### config.mk
export PLATFORM = sky130hd
export DESIGN_NAME = mwm_controller
export DESIGN_NICKNAME = d
export VERILOG_FILES = /design/src/rtl/core/mwm_pkg.sv /design/src/rtl/core/mwm_controller.sv
export SDC_FILE = /design/constraint.sdc
export NUM_CORES = 1
export LEC_CHECK = 0
export ABC_CLOCK_PERIOD_IN_PS = 1600
export BUFFER_PORTS_ARGS = -buffer_cell sky130_fd_sc_hd__clkbuf_2
export CAP_MARGIN = 20
export CORE_MARGIN = 5
export CORE_UTILIZATION = 45
export CTS_CLUSTER_SIZE = 12
export DETAILED_ROUTE_END_ITERATION = 8
export HOLD_SLACK_MARGIN = 0.12
export PLACE_DENSITY_LB_ADDON = 0.1
export SYNTH_ARGS = -nofsm -noshare
export SYNTH_HDL_FRONTEND = slang
export SYNTH_SLANG_ARGS = --single-unit
### constraint.sdc
create_clock -name clk_i -period 1.6 [get_ports clk_i]
set_input_delay 0.08 -clock clk_i [delete_from_list [all_inputs] [get_ports clk_i]]
set_output_delay 0.08 -clock clk_i [all_outputs]
set_load 0.02 [all_outputs]
### src/rtl/core/mwm_pkg.sv
// Shared constants, types and command/status bundles of the moving window median block.
package mwm_pkg;

  localparam int DEPTH   = 64;
  localparam int VAL_W   = 64;
  localparam int ADDR_W  = $clog2(DEPTH);
  localparam int CNT_W   = $clog2(DEPTH + 1);
  localparam int IN_USER_W  = 3;
  localparam int OUT_USER_W = 2;
  localparam int OUT_DATA_W = ((VAL_W + CNT_W + 7) / 8) * 8;

  typedef enum logic [1:0] {
    CMD_INSERT = 2'd0,
    CMD_REMOVE = 2'd1,
    CMD_QUERY  = 2'd2
  } cmd_e;

  typedef enum logic [1:0] {
    RES_OK        = 2'd0,
    RES_EMPTY     = 2'd1,
    RES_FULL      = 2'd2,
    RES_NOT_FOUND = 2'd3
  } res_e;

  typedef enum logic [3:0] {
    S_IDLE,
    S_DISPATCH,
    S_INS_RD,
    S_INS_CMP,
    S_INS_PUT,
    S_REM_RD,
    S_REM_CMP,
    S_SH_RD,
    S_SH_WR,
    S_Q_RD,
    S_Q_HI,
    S_Q_LO,
    S_Q_MEAN,
    S_RESULT
  } state_e;

  typedef enum logic [2:0] {
    RD_PTR_M1,
    RD_PTR,
    RD_PTR_P1,
    RD_MID,
    RD_MID_M1
  } rd_sel_e;

  typedef enum logic [1:0] {
    OP_HOLD,
    OP_INC,
    OP_DEC
  } step_e;

  typedef enum logic [1:0] {
    MED_HOLD,
    MED_RDATA,
    MED_MEAN
  } med_sel_e;

  typedef struct packed {
    logic     ld;
    logic     rd_en;
    rd_sel_e  rd_sel;
    logic     wr_en;
    logic     wr_value;
    step_e    ptr_op;
    step_e    cnt_op;
    logic     res_set;
    res_e     res_val;
    med_sel_e med_sel;
    logic     hi_ld;
    logic     sum_ld;
    logic     out_ld;
  } dp_cmd_t;

  typedef struct packed {
    logic [1:0] cmd;
    logic       is_null;
    logic       cnt_zero;
    logic       cnt_full;
    logic       cnt_odd;
    logic       ptr_one;
    logic       ptr_last;
    logic       less;
    logic       equal;
    logic       avg;
    logic       out_free;
  } dp_sts_t;

endpackage

### src/rtl/core/mwm_controller.sv
// Controller: sequences insert, remove and query steps over the value store.
module mwm_controller
  import mwm_pkg::*;
(
  input  logic    clk_i,
  input  logic    rst_ni,
  input  logic    in_valid_i,
  output logic    in_ready_o,
  input  dp_sts_t sts_i,
  output dp_cmd_t cmd_o
);

  state_e state_q, state_d;

  always_ff @(posedge clk_i or negedge rst_ni) begin
    if (!rst_ni) begin
      state_q <= S_IDLE;
    end else begin
      state_q <= state_d;
    end
  end

  always_comb begin
    state_d = state_q;
    unique case (state_q)
      S_IDLE: begin
        if (in_valid_i) state_d = S_DISPATCH;
      end
      S_DISPATCH: begin
        if (sts_i.cmd == CMD_INSERT && !sts_i.is_null) begin
          if (sts_i.cnt_full)      state_d = S_RESULT;
          else if (sts_i.cnt_zero) state_d = S_INS_PUT;
          else                     state_d = S_INS_RD;
        end else if (sts_i.cmd == CMD_REMOVE && !sts_i.is_null) begin
          state_d = sts_i.cnt_zero ? S_RESULT : S_REM_RD;
        end else if (sts_i.cmd == CMD_QUERY) begin
          state_d = sts_i.cnt_zero ? S_RESULT : S_Q_RD;
        end else begin
          state_d = S_RESULT;
        end
      end
      S_INS_RD:  state_d = S_INS_CMP;
      S_INS_CMP: begin
        if (sts_i.less && !sts_i.ptr_one) state_d = S_INS_RD;
        else                              state_d = S_INS_PUT;
      end
      S_INS_PUT: state_d = S_RESULT;
      S_REM_RD:  state_d = S_REM_CMP;
      S_REM_CMP: begin
        if (sts_i.equal)         state_d = S_SH_RD;
        else if (sts_i.ptr_last) state_d = S_RESULT;
        else                     state_d = S_REM_RD;
      end
      S_SH_RD:   state_d = sts_i.ptr_last ? S_RESULT : S_SH_WR;
      S_SH_WR:   state_d = S_SH_RD;
      S_Q_RD:    state_d = S_Q_HI;
      S_Q_HI:    state_d = sts_i.cnt_odd ? S_RESULT : S_Q_LO;
      S_Q_LO:    state_d = sts_i.avg ? S_Q_MEAN : S_RESULT;
      S_Q_MEAN:  state_d = S_RESULT;
      S_RESULT: begin
        if (sts_i.out_free) state_d = S_IDLE;
      end
      default:   state_d = S_IDLE;
    endcase
  end

  always_comb begin
    cmd_o          = '0;
    cmd_o.rd_sel   = RD_PTR;
    cmd_o.ptr_op   = OP_HOLD;
    cmd_o.cnt_op   = OP_HOLD;
    cmd_o.res_val  = RES_OK;
    cmd_o.med_sel  = MED_HOLD;
    in_ready_o     = 1'b0;
    unique case (state_q)
      S_IDLE: begin
        in_ready_o = 1'b1;
        cmd_o.ld   = in_valid_i;
      end
      S_DISPATCH: begin
        if (sts_i.cmd == CMD_INSERT && !sts_i.is_null && sts_i.cnt_full) begin
          cmd_o.res_set = 1'b1;
          cmd_o.res_val = RES_FULL;
        end else if (sts_i.cmd == CMD_REMOVE && !sts_i.is_null && sts_i.cnt_zero) begin
          cmd_o.res_set = 1'b1;
          cmd_o.res_val = RES_NOT_FOUND;
        end else if (sts_i.cmd == CMD_QUERY && sts_i.cnt_zero) begin
          cmd_o.res_set = 1'b1;
          cmd_o.res_val = RES_EMPTY;
        end
      end
      S_INS_RD: begin
        cmd_o.rd_en  = 1'b1;
        cmd_o.rd_sel = RD_PTR_M1;
      end
      S_INS_CMP: begin
        if (sts_i.less) begin
          cmd_o.wr_en  = 1'b1;
          cmd_o.ptr_op = OP_DEC;
        end
      end
      S_INS_PUT: begin
        cmd_o.wr_en    = 1'b1;
        cmd_o.wr_value = 1'b1;
        cmd_o.cnt_op   = OP_INC;
      end
      S_REM_RD: begin
        cmd_o.rd_en = 1'b1;
      end
      S_REM_CMP: begin
        if (!sts_i.equal) begin
          if (sts_i.ptr_last) begin
            cmd_o.res_set = 1'b1;
            cmd_o.res_val = RES_NOT_FOUND;
          end else begin
            cmd_o.ptr_op = OP_INC;
          end
        end
      end
      S_SH_RD: begin
        if (sts_i.ptr_last) begin
          cmd_o.cnt_op = OP_DEC;
        end else begin
          cmd_o.rd_en  = 1'b1;
          cmd_o.rd_sel = RD_PTR_P1;
        end
      end
      S_SH_WR: begin
        cmd_o.wr_en  = 1'b1;
        cmd_o.ptr_op = OP_INC;
      end
      S_Q_RD: begin
        cmd_o.rd_en  = 1'b1;
        cmd_o.rd_sel = RD_MID;
      end
      S_Q_HI: begin
        if (sts_i.cnt_odd) begin
          cmd_o.med_sel = MED_RDATA;
        end else begin
          cmd_o.hi_ld  = 1'b1;
          cmd_o.rd_en  = 1'b1;
          cmd_o.rd_sel = RD_MID_M1;
        end
      end
      S_Q_LO: begin
        if (sts_i.avg) cmd_o.sum_ld  = 1'b1;
        else           cmd_o.med_sel = MED_RDATA;
      end
      S_Q_MEAN: begin
        cmd_o.med_sel = MED_MEAN;
      end
      S_RESULT: begin
        cmd_o.out_ld = sts_i.out_free;
      end
      default: begin
        in_ready_o = 1'b0;
      end
    endcase
  end

endmodule

==> impl_metrics.csv <==
group,metric,value,unit
synth,seq_area_frac_synth,0.139,
sta,slew_headroom,0.798,
pwr,p_leak,0.557,nW
synth,ys_types,40,
status,failed_checks,"setup timing",
synth,synth-seq-cells,4,
critical_path,path_class,"reg2out",
drt,via_per_inst,5.82,
die,rows,14,
sta,post-route-period-util,1.02,
critical_path,worstPathMaxFanout,5,
drt,finalWirelength,2580,µm
synth,syn_avg_cell_area,6.48,µm²
critical_path,start_kind,"flop",
sta,rsz0062_at_grt,"yes",
drt,drtIter0Drc,30,
cts,cts-root-buf,"clkbuf_4",
status,outcome,"finished with violations",
die,pin_count,35,
drt,firstDrtPassIters,4,
die,fp.dieW,50.0,µm
global_routing,grt_pass1_wl,3750,µm
cts,htree_levels,1,
critical_path,reg2reg_from,"state_q[1]",
placed_design,numPortBuffers,34,
die,coreArea,0.00151,mm²
die,die_h,50.0,µm
drt,drc,0,
global_routing,gr-total-overflow,0,
min_path,hp-class,"in2async",
sta,hold_viol_final,0,
drt,via_count,1047,
final_layout,syn_to_final_growth,63.5,%
final_layout,largest_reg_flops,4,
critical_path,crit_required,1.52,ns
sta,fin_skew,0.00457,ns
final_layout,largestRegisters,"state_q x4",
sta,finalWorstSetupSlack,-0.0386,ns
pwr,power_density,1920,mW/mm²
synth,syn_inst,111,
cts,clk_pin_slew_worst_paths,0.04,ns
sta,setup_viol,3,
global_routing,first_global_vias,901,
synth,syn_nets,126,
synth,ys.flop_type,"dfrtp_1",
cts,cts_sinks,4,
final_layout,antennaDiodeCount,0,
global_routing,track_usage,0.184,
critical_path,rrSetupSlack,0.15,ns
synth,yosysWarnings,0,
final_layout,regMostFlops,"state_q",
flow_run,max_cap_viol_count,0,
sta,worst_slew_pin_slew,0.302,ns
final_layout,nets,181,
critical_path,critPathBufInv,1,
critical_path,crit_arrival,1.56,ns
critical_path,cp_slowest_stage_delay,0.45,ns
sta,slew_viol_final,0,
synth,netlist_area,719,µm²
critical_path,crit_family,"simple AND/OR/NAND/NOR gates",
critical_path,cp_slowest_cell,"dfrtp_2",
synth,synth_edf_count,0,
drt,antenna_left,0,
critical_path,rr_worst_depth,6,
critical_path,crit_path_end_kind,"output port",
critical_path,r2r_end,"state_q[0]",
final_layout,drive_above_1_share,0.506,
drt,wl_per_cell,14.3,µm
cts,cts_buffer_depth,2,
global_routing,grt_start_max_net_pins,14,
global_routing,grt_antenna_before_repair,0,
die,start_util,0.478,
placed_design,dp_slack,0.106,ns
final_layout,post-route-util,0.781,
sta,period_minus_slack,1.64,ns
critical_path,crit_chain,"nor2b_4 -> nand2_2 -> or3_4 -> o21ai_2 -> clkbuf_8",
sta,max_freq,0.610,GHz
cts,numCtsBuffers,3,
synth,synthArstFlopShare,1.00,
die,die_area,0.00250,mm²
pwr,peakVddDrop,999,µV
placed_design,dp_hpwl,1700,µm
placed_design,gp_congestion,0.884,
cts,cts_tree,"yes",
cts,clk_latency,0.23,ns
## cell usage in the layout (no fill, tap or decap), types with 3 or more instances in the layout
cell type  count
clkbuf_2      29
buf_4         21
nand2_1       13
nor2_1        13
a21oi_1        7
inv_1          6
o21ai_1        5
nor3_1         5
dfrtp_2        4
nand2b_4       3
nor2b_1        3
o21ai_0        3
clkbuf_4       3
## power breakdown
group | leakage, nW | switching (mW) | total, mW | internal, mW
Combinational | 0.500 | 1.02 | 1.88 | 0.859
Clock | 0.0138 | 0.0406 | 0.124 | 0.0839
Sequential | 0.0434 | 0.0872 | 0.255 | 0.168
## cells in the mapped netlist, types with 2 or more instances
cell | n | share of area
a21oi_1 | 7 | 0.049
a32oi_1 | 2 | 0.024
and2_1 | 2 | 0.017
buf_2 | 3 | 0.021
buf_4 | 3 | 0.031
dfrtp_1 | 4 | 0.14
inv_1 | 6 | 0.031
nand2_1 | 15 | 0.078
nand2b_1 | 3 | 0.026
nand3_1 | 2 | 0.014
nand4_1 | 2 | 0.017
nor2_1 | 16 | 0.083
nor2b_1 | 4 | 0.035
nor3_1 | 7 | 0.049
nor3b_1 | 2 | 0.021
o21ai_0 | 3 | 0.021
o21ai_1 | 5 | 0.035
o21ai_2 | 2 | 0.024
o21bai_1 | 2 | 0.021
## cells by family (layout without fill, tap and decap cells)
kind of cell | count (synthesis) | after routing | synth area share
flip-flops | 4 | 4 | 0.139
AND/OR/NAND/NOR | 61 | 61 | 0.463
buffers and inverters | 14 | 67 | 0.0939
multiplexers | 1 | 1 | 0.0139
AO/OA/AOI/OAI | 31 | 31 | 0.290
## routing by layer
layer | vias to the layer above | wire (µm) | track usage
li1 | 511 | - | -
met1 | 473 | 1010 | 0.216
met2 | 55 | 1320 | 0.331
met3 | 8 | 192 | 0.0241
met4 | 0 | 53 | 0.0655
met5 | - | 0 | 0
## through the flow
step,cells,setup TNS [ns],power [mW],instance area [µm²],hold slack (ns)
final,180,-0.101,2.26,1180,0.187
after CTS,172,0,1.89,1040,0.186
after global placement,160,0,1.58,918,-0.114
after global routing,180,-0.253,2.42,1180,0.195
after detailed placement,160,0,1.59,918,-0.113
after floorplan,111,0,1.24,724,-0.216
## worst max path at each step
stage,startpoint,to,cells past startpoint
floorplan,state_q[2],cmd_o[3],3
global placement,state_q[3],cmd_o[6],5
detailed placement,state_q[0],cmd_o[17],5
CTS,state_q[2],cmd_o[7],5
global route,state_q[3],cmd_o[5],5
finish,state_q[3],cmd_o[6],5
## worst reg2reg max path, stage by stage (launching register included)
cell and delay [ns]:
dfrtp_2 0.44, nand2b_4 0.18, nor3_4 0.25, buf_4 0.15, buf_4 0.11, nand2_1 0.05
a41oi_1 0.19
## timing repair
action | 4_1_cts | 5_1_grt
setup buffers | 8 | 8
gates cloned | 0 | 0
setup endpoints to repair | 11 | 9
pin swaps | 1 | 2
gates resized for setup | 9 | 20
hold buffers | 1 | 0
endpoints found under the hold margin | 4 | 0
## final cells by class
cell class,instances,area (µm²)
Sequential cell,4,105
Fill cell,100,330
Inverter,7,26.3
Clock buffer,3,22.5
Timing Repair Buffer,57,388
Tap cell,16,20.0
Multi-Input combinational cell,93,614
(Power assumes the default switching activity.)
